==> config.mk <==
export PLATFORM = sky130hd
export DESIGN_NAME = kmp_stream_matcher_core
export DESIGN_NICKNAME = d
export VERILOG_FILES = /design/src/rtl/core/kmsm_pkg.sv /design/src/rtl/core/kmsm_cell.sv /design/src/rtl/core/kmsm_encoder.sv /design/src/rtl/core/kmp_stream_matcher_core.sv
export SDC_FILE = /design/constraint.sdc
export NUM_CORES = 1
export LEC_CHECK = 0
export BUFFER_PORTS_ARGS = -buffer_cell sky130_fd_sc_hd__buf_2
export CAP_MARGIN = 15
export CORE_MARGIN = 10
export CORE_UTILIZATION = 35
export CTS_CLUSTER_DIAMETER = 50
export DETAILED_ROUTE_END_ITERATION = 8
export SETUP_SLACK_MARGIN = 0.02
export SYNTH_ARGS = -nofsm -noshare
export SYNTH_HDL_FRONTEND = slang
export SYNTH_HIERARCHICAL = 1
export SYNTH_SLANG_ARGS = --single-unit
==> constraint.sdc <==
create_clock -name clock -period 15.8 [get_ports clock]
set_input_delay 1.58 -clock clock [delete_from_list [all_inputs] [get_ports clock]]
set_output_delay 1.58 -clock clock [all_outputs]
set_load 0.05 [all_outputs]
==> src/rtl/core/kmsm_pkg.sv <==
// ----------------------------------------------------------------------------
// kmsm_pkg
// Shared types and constants for the streaming prefix matcher: request kinds,
// symbol width, default pattern capacity and the per-cell control bundle.
// ----------------------------------------------------------------------------
package kmsm_pkg;

   localparam int MAX_PATTERN_DEF = 64;
   localparam int SYM_W           = 8;
   localparam int KIND_W          = 2;

   // request kinds; the remaining code is ignored by the core
   typedef enum logic [KIND_W-1:0] {
      KIND_APPEND = 2'b00,
      KIND_TEXT   = 2'b01,
      KIND_CLEAR  = 2'b10
   } kind_type;

   // control broadcast from the core to every cell of the row
   typedef struct packed {
      logic             step_text; // advance the prefix flags by one text symbol
      logic             append;    // load a pattern symbol at the current length
      logic             clear;     // drop pattern and match state
      logic             drop;      // drop match state after the final text symbol
      logic [SYM_W-1:0] sym;
   } cell_ctl_type;

endpackage

==> src/rtl/core/kmsm_cell.sv <==
// ----------------------------------------------------------------------------
// kmsm_cell
// One position of the pattern row. Holds pattern symbol IDX and the flag
// "pattern prefix of length IDX+1 ends the text seen so far", and hands its
// flag to the next cell on each text symbol.
// ----------------------------------------------------------------------------
module kmsm_cell
   import kmsm_pkg::*;
#(
   parameter int MAX_PATTERN = MAX_PATTERN_DEF,
   parameter int IDX         = 0,
   parameter int LEN_W       = $clog2(MAX_PATTERN + 1)
) (
   input  logic             clock,
   input  logic             reset,
   input  cell_ctl_type     ctl,
   input  logic [LEN_W-1:0] length,
   input  logic             prev_flag,
   output logic             flag_ff,
   output logic             tail_hit
);

   localparam logic [LEN_W-1:0] IDX_L  = LEN_W'(IDX);
   localparam logic [LEN_W-1:0] IDX_P1 = LEN_W'(IDX + 1);

   logic [SYM_W-1:0] sym_ff;
   logic             flag_in;
   logic             active;
   logic             tail;
   logic             hit;

   // compare against the stored symbol for cells inside the pattern
   assign active = (IDX_L < length);
   assign tail   = (IDX_P1 == length);
   assign hit    = prev_flag && active && (sym_ff == ctl.sym);

   // a full-length hit is reported but never kept: the match falls back
   assign tail_hit = ctl.step_text && hit && tail;

   always_comb begin
      flag_in = flag_ff;
      if (ctl.clear || ctl.drop) begin
         flag_in = 1'b0;
      end else if (ctl.step_text) begin
         flag_in = hit && !tail;
      end
   end

   always_ff @(posedge clock) begin
      if (reset) begin
         flag_ff <= 1'b0;
      end else begin
         flag_ff <= flag_in;
      end
   end

   // load the pattern symbol when this cell is the next free position
   always_ff @(posedge clock) begin
      if (ctl.append && (IDX_L == length)) begin
         sym_ff <= ctl.sym;
      end
   end

endmodule

==> src/rtl/core/kmsm_encoder.sv <==
// ----------------------------------------------------------------------------
// kmsm_encoder
// Longest live prefix: position of the highest set flag of the row, plus one,
// or zero when no flag is set.
// ----------------------------------------------------------------------------
module kmsm_encoder
   import kmsm_pkg::*;
#(
   parameter int MAX_PATTERN = MAX_PATTERN_DEF,
   parameter int LEN_W       = $clog2(MAX_PATTERN + 1)
) (
   input  logic [MAX_PATTERN-1:0] flags,
   output logic [LEN_W-1:0]       length
);

   // pick the highest set flag; later hits override earlier ones
   always_comb begin
      length = '0;
      for (int i = 0; i < MAX_PATTERN; i++) begin
         if (flags[i]) begin
            length = LEN_W'(i + 1);
         end
      end
   end

endmodule

==> src/rtl/core/kmp_stream_matcher_core.sv <==
// ----------------------------------------------------------------------------
// kmp_stream_matcher_core
// An accepted request steps the cell row on its accepting edge; its second
// stage encodes the longest live prefix into the response register once that
// register is free, and only then is the next request taken.
// One more request is taken while a response waits on rsp_ready.
// Reset clears pattern length, prefix flags, found and all valid state;
// stored pattern symbols are not reset.
// ----------------------------------------------------------------------------
module kmp_stream_matcher_core
   import kmsm_pkg::*;
#(
   parameter int MAX_PATTERN = MAX_PATTERN_DEF,
   localparam int LEN_W      = $clog2(MAX_PATTERN + 1)
) (
   input  logic              clock,
   input  logic              reset,
   input  logic              req_valid,
   output logic              req_ready,
   input  logic [KIND_W-1:0] req_kind,
   input  logic [SYM_W-1:0]  req_symbol,
   input  logic              req_last,
   output logic              rsp_valid,
   input  logic              rsp_ready,
   output logic              rsp_match_end,
   output logic              rsp_found,
   output logic [LEN_W-1:0]  rsp_matched_length,
   output logic              rsp_pattern_overflow
);

   localparam logic [LEN_W-1:0] MAX_L = LEN_W'(MAX_PATTERN);

   logic                   accept;
   logic                   is_append;
   logic                   is_text;
   logic                   is_clear;
   logic                   overflow;
   logic                   fire;
   cell_ctl_type           ctl;
   logic [MAX_PATTERN-1:0] chain;
   logic [MAX_PATTERN-1:0] flags;
   logic [MAX_PATTERN-1:0] tail_hits;
   logic [LEN_W-1:0]       live_len;
   logic                   found_next;

   logic             busy_ff,  busy_in;
   logic             text_ff;
   logic             clear_ff;
   logic             last_ff;
   logic             mend_ff;
   logic             ovf_ff;
   logic [LEN_W-1:0] len_ff,   len_in;
   logic             found_ff, found_in;
   logic             rsp_valid_ff, rsp_valid_in;
   logic             rsp_mend_ff;
   logic             rsp_found_ff;
   logic [LEN_W-1:0] rsp_len_ff;
   logic             rsp_ovf_ff;

   assign req_ready = !busy_ff;
   assign accept    = req_valid && req_ready;

   // decode the request kind
   always_comb begin
      is_append = 1'b0;
      is_text   = 1'b0;
      is_clear  = 1'b0;
      unique case (kind_type'(req_kind))
         KIND_APPEND: is_append = 1'b1;
         KIND_TEXT:   is_text   = 1'b1;
         KIND_CLEAR:  is_clear  = 1'b1;
         default: ;
      endcase
   end

   assign overflow = is_append && (len_ff == MAX_L);

   // move the second stage into the response register when it is free
   assign fire = busy_ff && (!rsp_valid_ff || rsp_ready);

   assign ctl.step_text = accept && is_text;
   assign ctl.append    = accept && is_append && !overflow;
   assign ctl.clear     = accept && is_clear;
   assign ctl.drop      = fire && text_ff && last_ff;
   assign ctl.sym       = req_symbol;

   // cell row: the empty prefix always matches
   assign chain[0] = 1'b1;

   for (genvar g = 0; g < MAX_PATTERN; g++) begin : g_cell
      kmsm_cell #(
         .MAX_PATTERN (MAX_PATTERN),
         .IDX         (g),
         .LEN_W       (LEN_W)
      ) u_cell (
         .clock     (clock),
         .reset     (reset),
         .ctl       (ctl),
         .length    (len_ff),
         .prev_flag (chain[g]),
         .flag_ff   (flags[g]),
         .tail_hit  (tail_hits[g])
      );
      if (g > 0) begin : g_link
         assign chain[g] = flags[g-1];
      end
   end

   kmsm_encoder #(
      .MAX_PATTERN (MAX_PATTERN),
      .LEN_W       (LEN_W)
   ) u_encoder (
      .flags  (flags),
      .length (live_len)
   );

   // pattern length and stage-one bookkeeping
   always_comb begin
      len_in  = len_ff;
      busy_in = busy_ff;
      if (fire) begin
         busy_in = 1'b0;
      end
      if (accept) begin
         busy_in = 1'b1;
         if (is_clear) begin
            len_in = '0;
         end else if (is_append && !overflow) begin
            len_in = len_ff + 1'b1;
         end
      end
   end

   always_ff @(posedge clock) begin
      if (reset) begin
         busy_ff <= 1'b0;
         len_ff  <= '0;
      end else begin
         busy_ff <= busy_in;
         len_ff  <= len_in;
      end
   end

   // hold the request's outcome for the second stage
   always_ff @(posedge clock) begin
      if (accept) begin
         text_ff  <= is_text;
         clear_ff <= is_clear;
         last_ff  <= req_last;
         mend_ff  <= is_text && ((len_ff == '0) || (|tail_hits));
         ovf_ff   <= overflow;
      end
   end

   // sticky found flag, cleared by a clear request or after the final symbol
   always_comb begin
      found_next = clear_ff ? 1'b0 : (found_ff || mend_ff);
      found_in   = found_ff;
      if (fire) begin
         found_in = (text_ff && last_ff) ? 1'b0 : found_next;
      end
   end

   always_ff @(posedge clock) begin
      if (reset) begin
         found_ff <= 1'b0;
      end else begin
         found_ff <= found_in;
      end
   end

   // response register
   always_comb begin
      rsp_valid_in = rsp_valid_ff;
      if (fire) begin
         rsp_valid_in = 1'b1;
      end else if (rsp_ready) begin
         rsp_valid_in = 1'b0;
      end
   end

   always_ff @(posedge clock) begin
      if (reset) begin
         rsp_valid_ff <= 1'b0;
      end else begin
         rsp_valid_ff <= rsp_valid_in;
      end
   end

   always_ff @(posedge clock) begin
      if (fire) begin
         rsp_mend_ff  <= mend_ff;
         rsp_found_ff <= found_next;
         rsp_len_ff   <= mend_ff ? len_ff : live_len;
         rsp_ovf_ff   <= ovf_ff;
      end
   end

   assign rsp_valid            = rsp_valid_ff;
   assign rsp_match_end        = rsp_mend_ff;
   assign rsp_found            = rsp_found_ff;
   assign rsp_matched_length   = rsp_len_ff;
   assign rsp_pattern_overflow = rsp_ovf_ff;

endmodule

==> results.sh, run 1 <==
export IMPL_dr_pass1_iters=5
export IMPL_worstRegToRegCells=5
export IMPL_ios=27
export IMPL_ys_warn_count=6
export IMPL_endpoint_kind="register"
export IMPL_tightest_slew_ps=1150
export IMPL_fin_crit_ps=4970
export IMPL_r2r_setup_slack_ps=11740
export IMPL_setup_ws_ps=10830
export IMPL_routed_wirelength_um=81400
export IMPL_async_flop_share=0
export IMPL_path_class="input port to register"
export IMPL_power_density_mw_per_mm2=103
export IMPL_insertedDiodeCount=0
export IMPL_post_cts_resized=0
export IMPL_postRouteAntennaNets=0
export IMPL_relSlewSlack=0.227
export IMPL_top_usage_layer="met2"
export IMPL_cts_sinks=601
export IMPL_max_stage_delay_ps=940
export IMPL_power_leakage_nw=10.8
export IMPL_fin_worst_skew_ps=23.1
export IMPL_cts_made_buffers=73
export IMPL_min_path_cells=0
export IMPL_clockBufferDepth=3
export IMPL_final_period_utilization=0.315
export IMPL_yosys_cell_count_top_type="edfxtp_1"
export IMPL_cts_root_buffer="clkbuf_16"
export IMPL_drt_vias_per_instance=5.57
export IMPL_syn_instance_count=2318
export IMPL_synth_top_cell_area_share=0.521
export IMPL_fp_dieH_um=315
export IMPL_synthesis_nets=2335
export IMPL_dpl_cell_area_mm2=0.0324
export IMPL_synth_top_family_by_area="simple AND/OR/NAND/NOR gates"
export IMPL_setup_viol=0
export IMPL_vias=20500
export IMPL_design_area_mm2=0.0348
export IMPL_synthXorXnorAreaFrac=0.145
export IMPL_fp_coreArea_mm2=0.0865
export IMPL_muxShareOfSynthArea=0.00292
export IMPL_io_buffer_count=26
export IMPL_wl_per_cell_um=22.1
export IMPL_num_rows=108
export IMPL_met1_usage=0.221
export IMPL_drive_gt1_frac=0.162
export IMPL_grt_pass1_wl_um=125000
export IMPL_area_delta_synth_final_pct=14.6
export IMPL_synth_edff_count=527
export IMPL_yosysTopAreaCell="edfxtp_1"
export IMPL_drv_slew=0
export IMPL_clk_pin_slew_worst_paths_ps=60
export IMPL_use_met2=0.245
export IMPL_r2r_start="len_ff[6]$_SDFFE_PP0P_"
export IMPL_synth_compound_area_frac=0.0590
export IMPL_synthDistinctLibCells=106
export IMPL_drt_iter0_drc=1722
export IMPL_grt_usage=0.160
export IMPL_nFillCells=8035
export IMPL_synthesis_area_mm2=0.0304
export IMPL_cp_required_ps=16150
export IMPL_drc=0
export IMPL_rsz0062_at_grt="false"
export IMPL_ys_top_cells_by_count="527 x edfxtp_1, 352 x xor2_1, 149 x xnor2_1"
export IMPL_gp_congestion=0.821
export IMPL_ys_flop_type="edfxtp_1"
export IMPL_clock_fmax_mhz=201
export IMPL_yosys_area_share_simple=0.217
export IMPL_die_w_um=315
export IMPL_cap_violations=0
export IMPL_synth_seq_cells=601
export IMPL_grt_max_degree=129
export IMPL_htree_levels=3
export IMPL_start_util=0.351
export IMPL_fin_tns_setup_ps=0
export IMPL_synthAdderAreaFrac=0.000823
export IMPL_crit_path_start_kind="input port"
export IMPL_post_place_ws_ps=10090
export IMPL_ctsHoldBuffers=0
export IMPL_clk_latency_ps=610
export IMPL_grt_pass1_vias=20600
export IMPL_ir_drop_v=0.0000612
export IMPL_path_cells="buf_6, buf_4, buf_4, xor2_1, nor3_1, nand3_1, nor2_1, nor4_1, nand4_1, nor3_1, a21oi_1"
export IMPL_cts_setup_buffers=0
export IMPL_status="complete, no violations"
export IMPL_syn_area_per_cell_um2=13.1
export IMPL_gr_usage_met3=0.0386
export IMPL_grt_overflow_total=0
export IMPL_cp_max_fo=47
export IMPL_ys_seq_area_frac=0.569
export IMPL_dieArea_mm2=0.0990
export IMPL_ys_top_cells_by_area="edfxtp_1 52%, xor2_1 10%, dfxtp_1 4.9%"
export IMPL_cp_slowest_cell="nor4_1"
export IMPL_dpl_hpwl_um=46500
export IMPL_cp_arrival_ps=5320
export IMPL_whs_endpoint="rsp_pattern_overflow$_DFFE_PP_"
export IMPL_r2r_end="g_cell[18].u_cell/sym_ff[2]$_DFFE_PP_"
export IMPL_min_path_type="register to register"
export IMPL_cts_tree="yes"
export IMPL_layout_nets=2492
export IMPL_hold_viol=0
export IMPL_min_from="ovf_ff$_DFFE_PP_"
export IMPL_grt_antenna_before_repair=3
through the flow:
step | instances | hold WS [ps] | total power, mW | util
global route | 3686 | 437 | 3.70 | 0.403
finish | 3686 | 429 | 3.58 | 0.403
CTS | 3671 | 428 | 3.62 | 0.402
floorplan | 2318 | 400 | 1.86 | -
global placement | 3540 | 407 | 1.95 | 0.374
detailed placement | 3540 | 416 | 1.96 | 0.374
layout make-up:
type | count | area (µm²) | share of cell area
Clock buffer | 89 | 1930 | 0.0554
Clock inverter | 42 | 433 | 0.0124
Inverter | 38 | 143 | 0.00410
Multi-Input combinational cell | 1675 | 12900 | 0.371
Sequential cell | 601 | 17300 | 0.498
Tap cell | 1155 | 1450 | 0.0415
Timing Repair Buffer | 86 | 613 | 0.0176
kinds of logic after synthesis:
kind of cell               after synthesis
xor gates and xnor gates               502
AOI/OAI and AO/OA                      213
DFF                                    601
muxes                                    8
buffers and inverters                   42
and+or+nand+nor                        949
adders and majority gates                2
other                                    1
placed cells by master, fill, tap and decap left out, drive strengths merged, types with 22 or more instances in the layout:
| cell type | Yosys | layout |
|---|---|---|
| a21oi | 37 | 37 |
| a41oi | 34 | 34 |
| and3 | 22 | 22 |
| buf | 3 | 81 |
| clkbuf | 1 | 94 |
| clkinv | 0 | 22 |
| dfxtp | 74 | 74 |
| edfxtp | 527 | 527 |
| inv | 38 | 46 |
| nand2 | 122 | 122 |
| nand2b | 26 | 26 |
| nand3 | 78 | 78 |
| nand4 | 59 | 59 |
| nor2 | 115 | 115 |
| nor2b | 63 | 63 |
| nor3 | 111 | 111 |
| nor3b | 39 | 39 |
| nor4 | 152 | 152 |
| nor4b | 30 | 30 |
| o21ai | 27 | 27 |
| xnor2 | 150 | 150 |
| xor2 | 352 | 352 |
routing by layer:
layer,vias up,share of wire
li1,9259,-
met1,10300,0.45
met2,772,0.45
met3,155,0.079
met4,6,0.026
met5,-,0.00054
report_power, final:
group	internal [mW]	switching (mW)	leakage, nW	total, mW
combinational	0.0530	0.140	4.28	0.193
sequential	1.73	0.00362	5.35	1.73
clock	0.990	0.664	1.15	1.65
total	2.77	0.808	10.8	3.58
state kept, by name, indices dropped and copies added (netlist names):
signal / count
g_cell.u_cell/sym_ff: 512
g_cell.u_cell/flag_ff: 64
len_ff: 7
rsp_matched_length: 7
busy_ff: 1
clear_ff: 1
found_ff: 1
last_ff: 1
mend_ff: 1
ovf_ff: 1
rsp_found: 1
rsp_match_end: 1
rsp_pattern_overflow: 1
rsp_valid: 1
text_ff: 1
worst max path at each step:
| stage | end | slack, ps | cells past startpoint | startpoint |
|---|---|---|---|---|
| 3_5_place_dp | mend_ff$_DFFE_PP_ | 10090 | 11 | req_symbol[3] |
| 3_3_place_gp | mend_ff$_DFFE_PP_ | 10090 | 11 | req_symbol[3] |
| 6_report | mend_ff$_DFFE_PP_ | 10830 | 11 | req_symbol[3] |
| 5_1_grt | mend_ff$_DFFE_PP_ | 10630 | 11 | req_symbol[3] |
| 4_1_cts | mend_ff$_DFFE_PP_ | 10750 | 11 | req_symbol[3] |
| 2_1_floorplan | mend_ff$_DFFE_PP_ | 8860 | 9 | req_kind[1] |
critical path, delay by kind of cell:
kind	cells	cell delay, ps
buffers and inverters	3	1720
and+or+nand+nor	6	1650
xor gates and xnor gates	1	210
AOI/OAI and AO/OA	1	90
No activity file was read; power rests on OpenSTA's default activity.
==> inputs of run 2 (changes only) <==
Clock period 15.8 ns to 4.25 ns, I/O delays scaled along.
==> results.sh, run 2 (synthesis results as in run 1) <==
export IMPL_power_density_mw_per_mm2=389
export IMPL_cp_required_ps=4730
export IMPL_use_met2=0.256
export IMPL_power_leakage_nw=11.5
export IMPL_largest_register_ff_count=512
export IMPL_worstRegToRegCells=12
export IMPL_max_stage_delay_ps=550
export IMPL_grt_max_degree=74
export IMPL_routed_wirelength_um=82700
export IMPL_final_period_utilization=0.789
export IMPL_vias=20900
export IMPL_fp_dieH_um=315
export IMPL_min_from="req_valid"
export IMPL_cts_sinks=601
export IMPL_gr_usage_met3=0.0282
export IMPL_grt_pass1_vias=21100
export IMPL_dr_pass1_iters=6
export IMPL_grt_usage=0.163
export IMPL_start_util=0.351
export IMPL_wl_per_cell_um=21.7
export IMPL_crit_path_start_kind="register"
export IMPL_largest_register="g_cell.u_cell/sym_ff"
export IMPL_drt_iter0_drc=1711
export IMPL_die_w_um=315
export IMPL_ir_drop_v=0.000239
export IMPL_setup_viol=0
export IMPL_drc=0
export IMPL_r2r_start="busy_ff$_SDFFE_PP0P_"
export IMPL_r2r_setup_slack_ps=900
export IMPL_cts_root_buffer="clkbuf_16"
export IMPL_crit_buf_inv=3
export IMPL_drt_vias_per_instance=5.50
export IMPL_cap_violations=0
export IMPL_min_path_cells=3
export IMPL_cp_top_family="simple AND/OR/NAND/NOR gates"
export IMPL_layout_nets=2598
export IMPL_met1_usage=0.227
export IMPL_clockBufferDepth=3
export IMPL_relSlewSlack=0.304
export IMPL_tightest_slew_ps=1030
export IMPL_hold_ws_ps=124
export IMPL_grt_pass1_wl_um=128000
export IMPL_drive_gt1_frac=0.201
export IMPL_hold_viol=0
export IMPL_fin_worst_skew_ps=28.0
export IMPL_grt_overflow_total=0
export IMPL_postRouteAntennaNets=0
export IMPL_final_cell_mix="527 x edfxtp_1, 352 x xor2_1, 149 x xnor2_1"
export IMPL_grt_antenna_before_repair=1
export IMPL_r2r_end="mend_ff$_DFFE_PP_"
export IMPL_path_class="register to register"
export IMPL_cp_max_fo=55
export IMPL_top_usage_layer="met2"
export IMPL_final_common_cell="edfxtp_1"
export IMPL_htree_levels=3
export IMPL_path_cells="inv_1, nand2_1, nor2_4, buf_12, buf_4, nand2_1, a2111oi_0, and4bb_2, nor4_1, nand4_1, nor2_1, a21oi_1"
export IMPL_drv_slew=0
export IMPL_reg_top3="g_cell.u_cell/sym_ff x512, g_cell.u_cell/flag_ff x64"
export IMPL_clock_fmax_mhz=298
export IMPL_cts_setup_buffers=0
export IMPL_gp_congestion=0.826
export IMPL_rsz0062_at_grt="false"
export IMPL_fp_coreArea_mm2=0.0865
export IMPL_num_rows=108
export IMPL_clk_latency_ps=630
export IMPL_min_path_type="input port to register"
export IMPL_insertedDiodeCount=0
export IMPL_cp_slowest_cell="nor2_4"
export IMPL_cts_tree="yes"
export IMPL_endpoint_kind="register"
export IMPL_fin_crit_ps=3350
export IMPL_fin_tns_setup_ps=0
export IMPL_clk_pin_slew_worst_paths_ps=60
export IMPL_status="complete, no violations"
export IMPL_dpl_hpwl_um=51400
export IMPL_cts_made_buffers=81
export IMPL_cp_arrival_ps=3840
export IMPL_whs_endpoint="busy_ff$_SDFFE_PP0P_"
export IMPL_dieArea_mm2=0.0990
export IMPL_path_common_cell="nand2_1"
export IMPL_ios=27
export IMPL_io_buffer_count=26
export IMPL_area_delta_synth_final_pct=19.1
## run 2: changes by cell type in the layout (fill, tap and decap cells not counted), sizes merged
cell	change
dlygate4sd3	+1
inv	+13
clkbuf	-1
buf	+102
clkinvlp	+2
## run 2: timing repair
item | in CTS | in global routing
hold buffers | 1 | 0
endpoints found under the hold margin | 1 | 0
resized for setup | 0 | 0
## run 2: power breakdown
| part | switching [mW] | internal (mW) | leakage (nW) |
|---|---|---|---|
| sequential | 0.0121 | 6.42 | 5.35 |
| clock | 2.74 | 4.10 | 1.32 |
| combinational | 0.537 | 0.250 | 4.87 |
| total | 3.29 | 10.8 | 11.5 |
## run 2: how the worst max path moves through the flow
| stage | start | endpoint | cells past startpoint |
|---|---|---|---|
| final | busy_ff$_SDFFE_PP0P_ | mend_ff$_DFFE_PP_ | 12 |
| after global routing | len_ff[5]$_SDFFE_PP0P_ | mend_ff$_DFFE_PP_ | 9 |
| after CTS | len_ff[5]$_SDFFE_PP0P_ | mend_ff$_DFFE_PP_ | 9 |
| after detailed placement | req_symbol[0] | mend_ff$_DFFE_PP_ | 10 |
| after global placement | req_symbol[0] | mend_ff$_DFFE_PP_ | 10 |
| after floorplan | busy_ff$_SDFFE_PP0P_ | g_cell[62].u_cell/flag_ff$_SDFFE_PP0P_ | 6 |
## run 2: cell type report
cell class	count	area, µm²
flip-flops and latches	601	17300
fillers	7965	50300
clock inverters	57	607
clock buffers	93	2120
repair buffers	184	1620
well taps	1155	1450
inverters	38	143
multi-input cells	1675	12900
## run 2: routing by layer
metal	share of wire	up-vias
met2	0.45	745
met3	0.067	143
met5	0.00016	-
met4	0.021	2
met1	0.46	10500
li1	-	9500
## run 2: stage by stage
step / std cells / power (mW) / utilization / area (µm²) / setup WS [ps]
5_1_grt: 3803 / 14.5 / 0.419 / 36200 / 801
2_1_floorplan: 2318 / 6.92 / - / 30400 / 207
3_3_place_gp: 3652 / 7.33 / 0.387 / 33500 / 753
6_report: 3803 / 14.1 / 0.419 / 36200 / 895
4_1_cts: 3803 / 14.2 / 0.419 / 36200 / 895
3_5_place_dp: 3652 / 7.35 / 0.387 / 33500 / 775
## run 2: worst reg2reg max path, delay by kind of cell (launching register included)
kind	cells	cell delay (ps)
and+or+nand+nor	7	1340
AOI/OAI and AO/OA	2	720
DFF	1	340
buffers and inverters	3	780
